**config.mk**
```make
export PLATFORM = sky130hd
export DESIGN_NAME = i2c_bit_level_master_flat
export DESIGN_NICKNAME = d
export VERILOG_FILES = /design/src/hw/rtl/i2cbm_pkg.sv /design/src/hw/rtl/i2cbm_cmd_if.sv /design/src/hw/rtl/i2cbm_res_if.sv /design/src/hw/rtl/i2cbm_engine.sv /design/src/hw/rtl/i2c_bit_level_master.sv /design/src/flat_wrapper.sv
export VERILOG_INCLUDE_DIRS = /design/src /design/src/hw/rtl
export SDC_FILE = /design/constraint.sdc
export NUM_CORES = 1
export LEC_CHECK = 0
export ABC_AREA = 0
export BUFFER_PORTS_ARGS = -buffer_cell sky130_fd_sc_hd__buf_2
export CAP_MARGIN = 20
export CORE_MARGIN = 2
export CORE_UTILIZATION = 60
export DETAILED_ROUTE_END_ITERATION = 16
export PLACE_DENSITY = 0.93
export SYNTH_ARGS = -nofsm -noshare
export SYNTH_HDL_FRONTEND = slang
export SYNTH_SLANG_ARGS = --single-unit
```
**constraint.sdc**
```tcl
create_clock -name i_clk -period 3.8 [get_ports i_clk]
set_clock_uncertainty 0.05 [all_clocks]
set_input_delay 1.14 -clock i_clk [delete_from_list [all_inputs] [get_ports i_clk]]
set_output_delay 1.14 -clock i_clk [all_outputs]
set_load 0.05 [all_outputs]
```
**src/hw/rtl/assert_macros.svh**
```systemverilog
// Assertion macros shared by the RTL of the I2C bit-level master.
// Depends on nothing; included by the files that carry assertions.
`ifndef ASSERT_MACROS_SVH
`define ASSERT_MACROS_SVH

// Checks a property at every rising clock edge outside of reset.
`define ASSERT_CLK(label, clk, rst_n, prop, msg) \
    label: assert property (@(posedge clk) disable iff (!(rst_n)) (prop)) else $error(msg);

// Checks a property at every rising clock edge, reset included.
`define ASSERT_ALWAYS(label, clk, prop, msg) \
    label: assert property (@(posedge clk) (prop)) else $error(msg);

`endif

```
**src/hw/rtl/i2cbm_pkg.sv**
```systemverilog
// Package for the I2C bit-level master: phase and command codes, payload structs.
// Depends on nothing; used by the engine, the top level, the checker and the testbench.
package i2cbm_pkg;

    localparam int BITS_PER_BYTE = 8;
    localparam logic [15:0] TICKS_RESET = 16'd5;

    localparam logic [2:0] FUNC_START   = 3'd0;
    localparam logic [2:0] FUNC_STOP    = 3'd1;
    localparam logic [2:0] FUNC_WRITE   = 3'd2;
    localparam logic [2:0] FUNC_READ    = 3'd3;
    localparam logic [2:0] FUNC_RELEASE = 3'd4;

    typedef enum logic [3:0] {
        P_IDLE    = 4'd0,
        P_START_A = 4'd1,
        P_START_B = 4'd2,
        P_START_C = 4'd3,
        P_STOP_A  = 4'd4,
        P_STOP_B  = 4'd5,
        P_STOP_C  = 4'd6,
        P_TX_DATA = 4'd7,
        P_TX_HIGH = 4'd8,
        P_TX_LOW  = 4'd9,
        P_TX_ACK  = 4'd10,
        P_RX_HIGH = 4'd11,
        P_RX_LOW  = 4'd12,
        P_RX_ACKD = 4'd13,
        P_RX_ACKH = 4'd14
    } t_phase;

    typedef struct packed {
        logic       cmd_valid;
        logic [2:0] func;
        logic [7:0] tx_byte;
        logic       nack_to_send;
        logic       sda_in;
    } t_cmd;

    typedef struct packed {
        logic       scl_level;
        logic       sda_level;
        logic       sda_drive;
        logic       busy_res;
        logic       done_res;
        logic [7:0] rx_byte;
        logic       ack_seen;
    } t_res;

endpackage

```
**src/hw/rtl/i2cbm_cmd_if.sv**
```systemverilog
// Tick channel into the I2C bit-level master: handshake and command payload.
// Depends on nothing.
interface i2cbm_cmd_if;
    logic       valid;
    logic       ready;
    logic       cmd_valid;
    logic [2:0] func;
    logic [7:0] tx_byte;
    logic       nack_to_send;
    logic       sda_in;

    modport source (output valid, cmd_valid, func, tx_byte, nack_to_send, sda_in,
                    input ready);
    modport sink (input valid, cmd_valid, func, tx_byte, nack_to_send, sda_in,
                  output ready);
endinterface

```
**src/hw/rtl/i2cbm_res_if.sv**
```systemverilog
// Result channel out of the I2C bit-level master: handshake and line/status payload.
// Depends on nothing.
interface i2cbm_res_if;
    logic       valid;
    logic       ready;
    logic       scl_level;
    logic       sda_level;
    logic       sda_drive;
    logic       busy_res;
    logic       done_res;
    logic [7:0] rx_byte;
    logic       ack_seen;

    modport source (output valid, scl_level, sda_level, sda_drive, busy_res, done_res,
                    rx_byte, ack_seen, input ready);
    modport sink (input valid, scl_level, sda_level, sda_drive, busy_res, done_res,
                  rx_byte, ack_seen, output ready);
endinterface

```
**src/hw/rtl/i2cbm_engine.sv**
```systemverilog
// Bus phase engine of the I2C bit-level master: state registers and next-state logic.
// Depends on i2cbm_pkg.
module i2cbm_engine (
    input  logic              i_clk,
    input  logic              i_rst_n,
    input  logic              i_step,
    input  i2cbm_pkg::t_cmd   i_cmd,
    input  logic [15:0]       i_ticks,
    output i2cbm_pkg::t_res   o_next
);

    i2cbm_pkg::t_phase r_phase, n_phase;
    logic [3:0]  r_bit_index, n_bit_index;
    logic [15:0] r_delay, n_delay;
    logic [7:0]  r_shift, n_shift;
    logic        r_scl, n_scl;
    logic        r_sda, n_sda;
    logic        r_oe, n_oe;
    logic        r_ack, n_ack;
    logic        r_ack_send, n_ack_send;
    logic [7:0]  r_rx_data, n_rx_data;

    always_ff @(posedge i_clk) begin
        if (!i_rst_n) begin
            r_phase     <= i2cbm_pkg::P_IDLE;
            r_bit_index <= '0;
            r_delay     <= '0;
            r_shift     <= '0;
            r_scl       <= 1'b1;
            r_sda       <= 1'b1;
            r_oe        <= 1'b0;
            r_ack       <= 1'b1;
            r_ack_send  <= 1'b0;
            r_rx_data   <= '0;
        end else if (i_step) begin
            r_phase     <= n_phase;
            r_bit_index <= n_bit_index;
            r_delay     <= n_delay;
            r_shift     <= n_shift;
            r_scl       <= n_scl;
            r_sda       <= n_sda;
            r_oe        <= n_oe;
            r_ack       <= n_ack;
            r_ack_send  <= n_ack_send;
            r_rx_data   <= n_rx_data;
        end
    end

    always_comb begin
        logic              do_enter;
        logic              done;
        i2cbm_pkg::t_phase target;
        logic [15:0]       load;

        do_enter    = 1'b0;
        done        = 1'b0;
        target      = i2cbm_pkg::P_IDLE;
        load        = (i_ticks == 16'd0) ? 16'd1 : i_ticks;
        n_phase     = r_phase;
        n_bit_index = r_bit_index;
        n_delay     = r_delay;
        n_shift     = r_shift;
        n_scl       = r_scl;
        n_sda       = r_sda;
        n_oe        = r_oe;
        n_ack       = r_ack;
        n_ack_send  = r_ack_send;
        n_rx_data   = r_rx_data;

        if (r_phase != i2cbm_pkg::P_IDLE) begin
            if (r_delay > 16'd1) begin
                n_delay = r_delay - 16'd1;
            end else begin
                case (r_phase)
                    i2cbm_pkg::P_START_A: begin
                        do_enter = 1'b1;
                        target   = i2cbm_pkg::P_START_B;
                    end
                    i2cbm_pkg::P_START_B: begin
                        do_enter = 1'b1;
                        target   = i2cbm_pkg::P_START_C;
                    end
                    i2cbm_pkg::P_STOP_A: begin
                        do_enter = 1'b1;
                        target   = i2cbm_pkg::P_STOP_B;
                    end
                    i2cbm_pkg::P_STOP_B: begin
                        do_enter = 1'b1;
                        target   = i2cbm_pkg::P_STOP_C;
                    end
                    i2cbm_pkg::P_TX_DATA: begin
                        do_enter = 1'b1;
                        target   = i2cbm_pkg::P_TX_HIGH;
                    end
                    i2cbm_pkg::P_TX_HIGH: begin
                        do_enter = 1'b1;
                        target   = i2cbm_pkg::P_TX_LOW;
                    end
                    i2cbm_pkg::P_TX_LOW: begin
                        n_bit_index = r_bit_index + 4'd1;
                        do_enter    = 1'b1;
                        target      = (n_bit_index >= 4'(i2cbm_pkg::BITS_PER_BYTE))
                                      ? i2cbm_pkg::P_TX_ACK : i2cbm_pkg::P_TX_DATA;
                    end
                    i2cbm_pkg::P_TX_ACK: begin
                        n_ack = i_cmd.sda_in;
                        n_scl = 1'b0;
                        n_oe  = 1'b1;
                        done  = 1'b1;
                    end
                    i2cbm_pkg::P_RX_HIGH: begin
                        n_shift  = {r_shift[6:0], i_cmd.sda_in};
                        do_enter = 1'b1;
                        target   = i2cbm_pkg::P_RX_LOW;
                    end
                    i2cbm_pkg::P_RX_LOW: begin
                        n_bit_index = r_bit_index + 4'd1;
                        do_enter    = 1'b1;
                        target      = (n_bit_index >= 4'(i2cbm_pkg::BITS_PER_BYTE))
                                      ? i2cbm_pkg::P_RX_ACKD : i2cbm_pkg::P_RX_HIGH;
                    end
                    i2cbm_pkg::P_RX_ACKD: begin
                        do_enter = 1'b1;
                        target   = i2cbm_pkg::P_RX_ACKH;
                    end
                    i2cbm_pkg::P_RX_ACKH: begin
                        n_scl     = 1'b0;
                        n_rx_data = r_shift;
                        done      = 1'b1;
                    end
                    default: begin
                        done = 1'b1;
                    end
                endcase
            end
        end else if (i_cmd.cmd_valid && (i_cmd.func <= i2cbm_pkg::FUNC_RELEASE)) begin
            n_bit_index = '0;
            case (i_cmd.func)
                i2cbm_pkg::FUNC_START: begin
                    do_enter = 1'b1;
                    target   = i2cbm_pkg::P_START_A;
                end
                i2cbm_pkg::FUNC_STOP: begin
                    do_enter = 1'b1;
                    target   = i2cbm_pkg::P_STOP_A;
                end
                i2cbm_pkg::FUNC_WRITE: begin
                    n_shift  = i_cmd.tx_byte;
                    do_enter = 1'b1;
                    target   = i2cbm_pkg::P_TX_DATA;
                end
                i2cbm_pkg::FUNC_READ: begin
                    n_shift    = '0;
                    n_ack_send = i_cmd.nack_to_send;
                    do_enter   = 1'b1;
                    target     = i2cbm_pkg::P_RX_HIGH;
                end
                default: begin
                    n_scl = 1'b1;
                    n_sda = 1'b1;
                    done  = 1'b1;
                end
            endcase
        end

        if (done && (r_phase != i2cbm_pkg::P_IDLE)) begin
            n_phase = i2cbm_pkg::P_IDLE;
            n_delay = '0;
        end

        if (do_enter) begin
            n_phase = target;
            n_delay = load;
            case (target)
                i2cbm_pkg::P_START_A: begin
                    n_scl = 1'b1;
                    n_sda = 1'b1;
                    n_oe  = 1'b1;
                end
                i2cbm_pkg::P_START_B: n_sda = 1'b0;
                i2cbm_pkg::P_START_C: n_scl = 1'b0;
                i2cbm_pkg::P_STOP_A: begin
                    n_scl = 1'b0;
                    n_sda = 1'b0;
                    n_oe  = 1'b1;
                end
                i2cbm_pkg::P_STOP_B:  n_scl = 1'b1;
                i2cbm_pkg::P_STOP_C:  n_sda = 1'b1;
                i2cbm_pkg::P_TX_DATA: begin
                    n_oe  = 1'b1;
                    n_sda = n_shift[3'd7 - n_bit_index[2:0]];
                end
                i2cbm_pkg::P_TX_HIGH: n_scl = 1'b1;
                i2cbm_pkg::P_TX_LOW:  n_scl = 1'b0;
                i2cbm_pkg::P_TX_ACK: begin
                    n_oe  = 1'b0;
                    n_scl = 1'b1;
                end
                i2cbm_pkg::P_RX_HIGH: begin
                    n_oe  = 1'b0;
                    n_scl = 1'b1;
                end
                i2cbm_pkg::P_RX_LOW:  n_scl = 1'b0;
                i2cbm_pkg::P_RX_ACKD: begin
                    n_oe  = 1'b1;
                    n_sda = n_ack_send;
                end
                i2cbm_pkg::P_RX_ACKH: n_scl = 1'b1;
                default: begin
                end
            endcase
        end

        o_next.scl_level = n_scl;
        o_next.sda_level = n_sda;
        o_next.sda_drive = n_oe;
        o_next.busy_res  = (n_phase != i2cbm_pkg::P_IDLE);
        o_next.done_res  = done;
        o_next.rx_byte   = n_rx_data;
        o_next.ack_seen  = n_ack;
    end

endmodule

```
**src/hw/rtl/i2c_bit_level_master.sv**
```systemverilog
// Top level of the I2C bit-level master: delay register, result register, handshake.
// Depends on i2cbm_pkg, i2cbm_cmd_if, i2cbm_res_if, i2cbm_engine and assert_macros.svh.
// Each transfer on i_cmd is one bus tick and yields exactly one transfer on o_res,
// which shows the line levels, busy, done, the received byte and the acknowledge as
// they stand after that tick. A tick is taken in every cycle unless o_res stalls: the
// engine state and the result register update together, so the result appears in the
// cycle after acceptance, and i_cmd.ready stays high while the result register is empty
// or being drained. Write the delay register only while no command is in progress.
`include "assert_macros.svh"

module i2c_bit_level_master (
    input  logic        i_clk,
    input  logic        i_rst_n,
    input  logic        i_cfg_we,
    input  logic [15:0] i_cfg_wdata,
    i2cbm_cmd_if.sink   i_cmd,
    i2cbm_res_if.source o_res
);

    logic            r_out_valid;
    logic [15:0]     r_ticks;
    i2cbm_pkg::t_res r_res;
    i2cbm_pkg::t_res eng_next;
    i2cbm_pkg::t_cmd cmd;
    logic            take;

    assign i_cmd.ready = !r_out_valid || o_res.ready;
    assign take        = i_cmd.valid && i_cmd.ready;

    assign cmd.cmd_valid    = i_cmd.cmd_valid;
    assign cmd.func         = i_cmd.func;
    assign cmd.tx_byte      = i_cmd.tx_byte;
    assign cmd.nack_to_send = i_cmd.nack_to_send;
    assign cmd.sda_in       = i_cmd.sda_in;

    i2cbm_engine u_engine (
        .i_clk   (i_clk),
        .i_rst_n (i_rst_n),
        .i_step  (take),
        .i_cmd   (cmd),
        .i_ticks (r_ticks),
        .o_next  (eng_next)
    );

    always_ff @(posedge i_clk) begin
        if (!i_rst_n) begin
            r_ticks <= i2cbm_pkg::TICKS_RESET;
        end else if (i_cfg_we) begin
            r_ticks <= i_cfg_wdata;
        end
    end

    always_ff @(posedge i_clk) begin
        if (!i_rst_n) begin
            r_out_valid <= 1'b0;
        end else if (take) begin
            r_out_valid <= 1'b1;
        end else if (o_res.ready) begin
            r_out_valid <= 1'b0;
        end
    end

    always_ff @(posedge i_clk) begin
        if (take) begin
            r_res <= eng_next;
        end
    end

    assign o_res.valid     = r_out_valid;
    assign o_res.scl_level = r_res.scl_level;
    assign o_res.sda_level = r_res.sda_level;
    assign o_res.sda_drive = r_res.sda_drive;
    assign o_res.busy_res  = r_res.busy_res;
    assign o_res.done_res  = r_res.done_res;
    assign o_res.rx_byte   = r_res.rx_byte;
    assign o_res.ack_seen  = r_res.ack_seen;

    `ASSERT_CLK(a_take_gives_result, i_clk, i_rst_n, take |=> r_out_valid, "accepted tick gave no result")
    `ASSERT_CLK(a_stall_blocks_input, i_clk, i_rst_n, (r_out_valid && !o_res.ready) |-> !i_cmd.ready, "tick accepted while result stalled")
    `ASSERT_CLK(a_done_not_busy, i_clk, i_rst_n, (r_out_valid && r_res.done_res) |-> !r_res.busy_res, "done reported while still busy")

endmodule

```
**src/flat_wrapper.sv**
```systemverilog
// flat-port wrapper written by rule: the top's interface ports become plain ports
module i2c_bit_level_master_flat 
  (i_clk, i_rst_n, i_cfg_we, i_cfg_wdata, i_cmd_valid, i_cmd_cmd_valid, i_cmd_func, i_cmd_tx_byte, i_cmd_nack_to_send, i_cmd_sda_in, i_cmd_ready, o_res_valid, o_res_scl_level, o_res_sda_level, o_res_sda_drive, o_res_busy_res, o_res_done_res, o_res_rx_byte, o_res_ack_seen, o_res_ready);
  i2cbm_cmd_if i_cmd_i ();
  i2cbm_res_if o_res_i ();
  input  logic i_clk;
  input  logic i_rst_n;
  input  logic i_cfg_we;
  input  logic [15:0] i_cfg_wdata;
  input wire logic [$bits(i_cmd_i.valid)-1:0] i_cmd_valid;
  input wire logic [$bits(i_cmd_i.cmd_valid)-1:0] i_cmd_cmd_valid;
  input wire logic [$bits(i_cmd_i.func)-1:0] i_cmd_func;
  input wire logic [$bits(i_cmd_i.tx_byte)-1:0] i_cmd_tx_byte;
  input wire logic [$bits(i_cmd_i.nack_to_send)-1:0] i_cmd_nack_to_send;
  input wire logic [$bits(i_cmd_i.sda_in)-1:0] i_cmd_sda_in;
  output wire logic [$bits(i_cmd_i.ready)-1:0] i_cmd_ready;
  output wire logic [$bits(o_res_i.valid)-1:0] o_res_valid;
  output wire logic [$bits(o_res_i.scl_level)-1:0] o_res_scl_level;
  output wire logic [$bits(o_res_i.sda_level)-1:0] o_res_sda_level;
  output wire logic [$bits(o_res_i.sda_drive)-1:0] o_res_sda_drive;
  output wire logic [$bits(o_res_i.busy_res)-1:0] o_res_busy_res;
  output wire logic [$bits(o_res_i.done_res)-1:0] o_res_done_res;
  output wire logic [$bits(o_res_i.rx_byte)-1:0] o_res_rx_byte;
  output wire logic [$bits(o_res_i.ack_seen)-1:0] o_res_ack_seen;
  input wire logic [$bits(o_res_i.ready)-1:0] o_res_ready;
  assign i_cmd_i.valid = i_cmd_valid;
  assign i_cmd_i.cmd_valid = i_cmd_cmd_valid;
  assign i_cmd_i.func = i_cmd_func;
  assign i_cmd_i.tx_byte = i_cmd_tx_byte;
  assign i_cmd_i.nack_to_send = i_cmd_nack_to_send;
  assign i_cmd_i.sda_in = i_cmd_sda_in;
  assign i_cmd_ready = i_cmd_i.ready;
  assign o_res_valid = o_res_i.valid;
  assign o_res_scl_level = o_res_i.scl_level;
  assign o_res_sda_level = o_res_i.sda_level;
  assign o_res_sda_drive = o_res_i.sda_drive;
  assign o_res_busy_res = o_res_i.busy_res;
  assign o_res_done_res = o_res_i.done_res;
  assign o_res_rx_byte = o_res_i.rx_byte;
  assign o_res_ack_seen = o_res_i.ack_seen;
  assign o_res_i.ready = o_res_ready;
  i2c_bit_level_master u_core (.i_clk(i_clk), .i_rst_n(i_rst_n), .i_cfg_we(i_cfg_we), .i_cfg_wdata(i_cfg_wdata), .i_cmd(i_cmd_i), .o_res(o_res_i));
endmodule
```
==> impl_metrics.json, run 1 <==
{
  "start_kind": "primary input",
  "gp_congestion": 0.968,
  "coreArea_um2": 6790,
  "fillers": 538,
  "end_kind": "register",
  "grt_max_degree": 49,
  "relSlewSlack": 0.452,
  "rsz0062_at_grt": "false",
  "cts.htree.levels": 3,
  "switching_share": 0.369,
  "ys.flop_type": "dfxtp_1",
  "hold_class": "register to register",
  "intPower_mw": 1.46,
  "ios": 51,
  "final_max_slew_viol_count": 0,
  "cts_hold_buf": 0,
  "grt_pass1_wl_um": 17500,
  "finalSetupViolations": 0,
  "routed_wl_um": 10700,
  "synth_area_per_cell_um2": 8.29,
  "start_util": 0.617,
  "fin_crit_ps": 3120,
  "synth_seq_area_share": 0.396,
  "antenna_cells": 0,
  "power_per_cell_area_nw_per_um2": 492,
  "antenna_found_initial": 0,
  "synth_edf_count": 14,
  "ys_types": 67,
  "multiInputGateArea_um2": 2370,
  "hold_slack_ps": 444,
  "fmaxAchievable_mhz": 320,
  "pwr-share-comb": 0.330,
  "p_seq_frac": 0.414,
  "synth_seq_cells": 76,
  "worstSetupPathType": "primary input to register",
  "fp.dieH_um": 87.6,
  "fp.dieW_um": 87.6,
  "cts_sinks": 76,
  "clock_latency_ps": 350,
  "dp.cells": 631,
  "grt_usage": 0.289,
  "dpl.hpwl_um": 7510,
  "stdcell_count": 648,
  "synth_fp_nets": 544,
  "p_sw_mw": 0.853,
  "dr.pass1.iters": 5,
  "leakage_nw": 1.88,
  "synth_top_area_frac": 0.296,
  "post_cts_buffers": 0,
  "cts_inserted_buffers": 9,
  "max_slew.worst_pin.slew_ps": 815,
  "mostFrequentLayoutCells": "nor2_1 (75), dfxtp_1 (62), buf_2 (50)",
  "required_ps": 3860,
  "clk_pin_slew_ps": 80,
  "fin_crit_sh": 0.822,
  "num_vias": 4090,
  "cts.repair.resized": 0,
  "seqCellArea_um2": 1660,
  "grt_pass1_vias": 3805,
  "cts_buffer_depth": 2,
  "cts_tree": "done",
  "cts_root_buffer": "clkbuf_8",
  "grt-ovfl-total": 0,
  "dieArea_um2": 7670,
  "dp_slack_ps": 371,
  "port-buffer-count": 50,
  "async_reset_ff_frac": 0,
  "area_delta_synth_final_pct": 12.2,
  "syn_area_um2": 4190,
  "synth.area.top_cells": "dfxtp_1 (30%), edfxtp_1 (10%), nor2_1 (6.7%), mux2i_1 (5.3%), nand2_1 (3.6%)",
  "final_common_cell": "nor2_1",
  "postRouteAntennaNets": 0,
  "yosys_warnings": 0,
  "synthCells": 506,
  "worstPathArrival_ps": 3180,
  "yosysTopAreaCell": "dfxtp_1",
  "drive_above_1_share": 0.158,
  "drt_iter0_markers": 437,
  "fin_ws_ps": 676,
  "post_drt_wl_per_cell_um": 16.5,
  "drv_cap": 0,
  "final_nets": 585,
  "ir_drop_v": 0.000390,
  "finalHoldViolations": 0,
  "pwr-share-clk": 0.256,
  "status": "completed",
  "vias_per_cell": 6.31,
  "drc_errors": 0,
  "cp_max_fo": 6,
  "fin_tns_setup_ps": 0,
  "rows": 30
}
[per-stage QoR]
step | total power, mW | instance area, um^2 | util
after global placement | 1.68 | 4510 | 0.663
after global routing | 2.43 | 4700 | 0.692
after detailed placement | 1.71 | 4510 | 0.664
final | 2.31 | 4700 | 0.692
after floorplan | 1.53 | 4190 | -
after CTS | 2.30 | 4700 | 0.691
[layer usage]
metal / share of wire / vias to the layer above / GRT usage
met5: 0 / - / 0
met4: 0.028 / 0 / 0.134
met3: 0.060 / 27 / 0.0528
met2: 0.50 / 174 / 0.486
met1: 0.41 / 1932 / 0.359
li1: - / 1957 / -
[synth_stat cells, types with 3 or more instances]
cell	count
o21ai_0	8
buf_2	3
inv_1	5
or3_1	3
xor2_1	3
o211ai_1	7
nor3_1	27
o21a_1	7
mux2i_1	22
a22oi_1	6
a21o_1	10
a32oi_1	3
dfxtp_1	62
nor2_1	75
o21ai_1	26
ha_1	3
a41oi_1	3
and3_1	6
and2_1	4
a31oi_1	3
mux2_1	4
a21oi_1	28
a211oi_1	8
clkbuf_1	25
mux2_2	5
nand2b_1	5
edfxtp_1	14
clkinv_1	3
nand3_1	14
nor2b_1	7
nor4_1	9
xnor2_1	4
nand2_1	40
nand4_1	7
[kinds of logic after synthesis]
logic type / count (synthesis) / share of synthesized area
AO/OA/AOI/OAI: 138 / 0.223
XOR/XNOR: 7 / 0.0146
flip-flops: 76 / 0.396
AND/OR/NAND/NOR: 209 / 0.238
adder cells (fa/ha/maj): 3 / 0.00895
buffers and inverters: 41 / 0.0394
multiplexers: 32 / 0.0800
[cell type report]
cell class,count,share of cell area
clock buffers,9,0.0263
repair buffers,62,0.0724
flip-flops and latches,76,0.353
multi-input cells,389,0.503
clock inverters,7,0.0122
well taps,96,0.0255
inverters,9,0.00718
[worst max-delay path, stage by stage]
cell and delay [ps]:
buf_2 110, nor2b_1 370, and3_1 340, nand2_1 110
a21boi_1 200, nor3_1 470, nor2_1 80, a211oi_1 300
nor2_1 70
[registers in the layout, indices dropped and copies added (netlist names)]
register	count
u_core.r_ticks	16
u_core.u_engine.r_delay	16
u_core.o_res.rx_byte	8
u_core.u_engine.r_rx_data	8
u_core.u_engine.r_shift	8
u_core.u_engine.r_bit_index	4
u_core.u_engine.r_phase	4
u_core.o_res.ack_seen	1
u_core.o_res.busy_res	1
u_core.o_res.done_res	1
u_core.o_res.scl_level	1
u_core.o_res.sda_drive	1
u_core.o_res.sda_level	1
u_core.o_res.valid	1
u_core.u_engine.r_ack	1
u_core.u_engine.r_ack_send	1
u_core.u_engine.r_oe	1
u_core.u_engine.r_scl	1
u_core.u_engine.r_sda	1
[final timing paths]
kind	start	end	slack (ps)	cells after the start
worst min register to register	u_core.r_ticks[0]	u_core.r_ticks[0]	440	2
worst min-delay path	u_core.r_ticks[0]	u_core.r_ticks[0]	440	2
worst max-delay path	i_cmd_cmd_valid	u_core.o_res.scl_level	680	9
worst max register to register	u_core.u_engine.r_delay[9]	u_core.o_res.scl_level	730	8
[power by group through the flow]
stage	combinational (mW)	clock, mW	sequential, mW
finish	0.763	0.591	0.958
global route	0.836	0.626	0.967
CTS	0.747	0.595	0.956
detailed placement	0.738	0	0.974
global placement	0.712	0	0.969
floorplan	0.527	0	1.01
No activity file was read; power rests on OpenSTA's default activity.
==> run 2: changes to the inputs <==
Settings changed: CORE_UTILIZATION 60 to 58, PLACE_DENSITY 0.93 to 0.91.
Clock period 3.8 ns to 3.3 ns, I/O delays scaled along.
==> impl_metrics.json, run 2 (synthesis results as in run 1) <==
{
  "relSlewSlack": 0.215,
  "cpMostUsedCell": "nor2_1",
  "coreArea_um2": 6910,
  "fp.dieW_um": 89.0,
  "routed_wl_um": 11100,
  "grt.busiest_layer": "met2",
  "final_common_cell": "nor2_1",
  "fin_tns_setup_ps": 0,
  "critPathSlowestCell": "nor4_1",
  "cts_tree": "done",
  "antenna_cells": 0,
  "worstSetupPathType": "register to register",
  "top_regs": "u_core.r_ticks: 16 flops, u_core.u_engine.r_delay: 16 flops",
  "rows": 30,
  "met2_usage": 0.505,
  "area_delta_synth_final_pct": 15.6,
  "cts_sinks": 76,
  "use_met1": 0.358,
  "ir_drop_v": 0.000398,
  "crit_family": "simple AND/OR/NAND/NOR gates",
  "post_cts_buffers": 0,
  "grt_usage": 0.289,
  "finalSetupViolations": 0,
  "fmaxAchievable_mhz": 324,
  "status": "completed",
  "drt_iter0_markers": 322,
  "clock_latency_ps": 350,
  "gp_congestion": 1.04,
  "cts.htree.levels": 3,
  "fin_area_um2": 4850,
  "grt_pass1_wl_um": 17900,
  "fp.dieH_um": 89.0,
  "grt_pass1_vias": 3893,
  "grt-ovfl-total": 0,
  "port-buffer-count": 50,
  "cp_max_fo": 7,
  "antenna_found_initial": 0,
  "post_drt_wl_per_cell_um": 16.8,
  "num_vias": 4177,
  "worstPathArrival_ps": 3130,
  "slowest_delay_ps": 890,
  "dr.pass1.iters": 5,
  "max_slew.worst_pin.slew_ps": 1180,
  "hold_class": "register to register",
  "ios": 51,
  "grt_max_degree": 34,
  "rsz0062_at_grt": "false",
  "clk_pin_slew_ps": 80,
  "postRouteAntennaNets": 0,
  "drv_cap": 0,
  "finalHoldViolations": 0,
  "end_kind": "register",
  "required_ps": 3350,
  "power_per_cell_area_nw_per_um2": 581,
  "path_buf_inv": 0,
  "dpl.hpwl_um": 7940,
  "dpl-instance-area_um2": 4610,
  "drc_errors": 0,
  "crit_chain": "nor4_1, and3_1, nand2_1, a21boi_1, nor3_1, nor2_1, a211oi_1, nor2_1",
  "dieArea_um2": 7930,
  "final_nets": 597,
  "drive_above_1_share": 0.183,
  "start_util": 0.607,
  "cts_root_buffer": "clkbuf_8",
  "fin_crit_sh": 0.935,
  "fin_crit_ps": 3080,
  "vias_per_cell": 6.33,
  "cts_buffer_depth": 2,
  "mostFrequentLayoutCells": "nor2_1 (75), dfxtp_1 (62), buf_2 (50)",
  "grt.met3_usage": 0.0452,
  "final_max_slew_viol_count": 0,
  "start_kind": "register",
  "leakage_nw": 1.96,
  "cts_inserted_buffers": 9
}
run 2: report_power, final:
group          leakage (nW)  internal [mW]  total, mW  switching, mW
Sequential            0.643           1.03       1.09         0.0641
Combinational          1.21          0.337      0.928          0.591
Clock                 0.113          0.443      0.796          0.353
run 2: path summary, 6_finish.rpt:
check	slack, ps	cells after the start	endpoint	from
worst min-delay path	430	2	u_core.u_engine.r_delay[3]	u_core.u_engine.r_delay[3]
worst max register to register	220	8	u_core.o_res.scl_level	u_core.u_engine.r_phase[0]
worst max-delay path	220	8	u_core.o_res.scl_level	u_core.u_engine.r_phase[0]
worst min register to register	430	2	u_core.u_engine.r_delay[3]	u_core.u_engine.r_delay[3]
run 2: routing by layer:
layer,vias to the layer above,wire [um]
li1,1975,-
met1,1950,4310
met2,216,5600
met3,36,883
met4,0,329
met5,-,0
run 2: per-stage QoR:
| step | cells | utilization | total power [mW] | setup WS [ps] | hold slack, ps |
|---|---|---|---|---|---|
| 2_1_floorplan | 506 | - | 1.76 | 436 | 393 |
| 3_3_place_gp | 644 | 0.668 | 1.98 | 288 | 409 |
| 3_5_place_dp | 644 | 0.668 | 2.00 | 212 | 423 |
| 4_1_cts | 660 | 0.701 | 2.80 | 285 | 433 |
| 5_1_grt | 660 | 0.702 | 2.96 | 19.9 | 473 |
| 6_report | 660 | 0.702 | 2.82 | 216 | 430 |
run 2: cell type report:
cell class / count / area, um^2
clock inverter: 4 / 52.6
multi-input combinational: 389 / 2370
timing repair buffer: 74 / 430
tap: 96 / 120
sequential: 76 / 1660
inverter: 9 / 33.8
clock buffer: 12 / 178
fill: 564 / 2060
run 2: worst reg2reg max path: stages (launching register included):
cell      delay, ps
dfxtp_1         330
nor4_1          890
and3_1          330
nand2_1         100
a21boi_1        210
nor3_1          450
nor2_1           70
a211oi_1        330
nor2_1           80
run 2: repair_timing:
action	CTS	global route
gates resized for setup	0	1
endpoints found under the setup margin	0	2
hold buffers	0	0
hold endpoints to repair	0	0
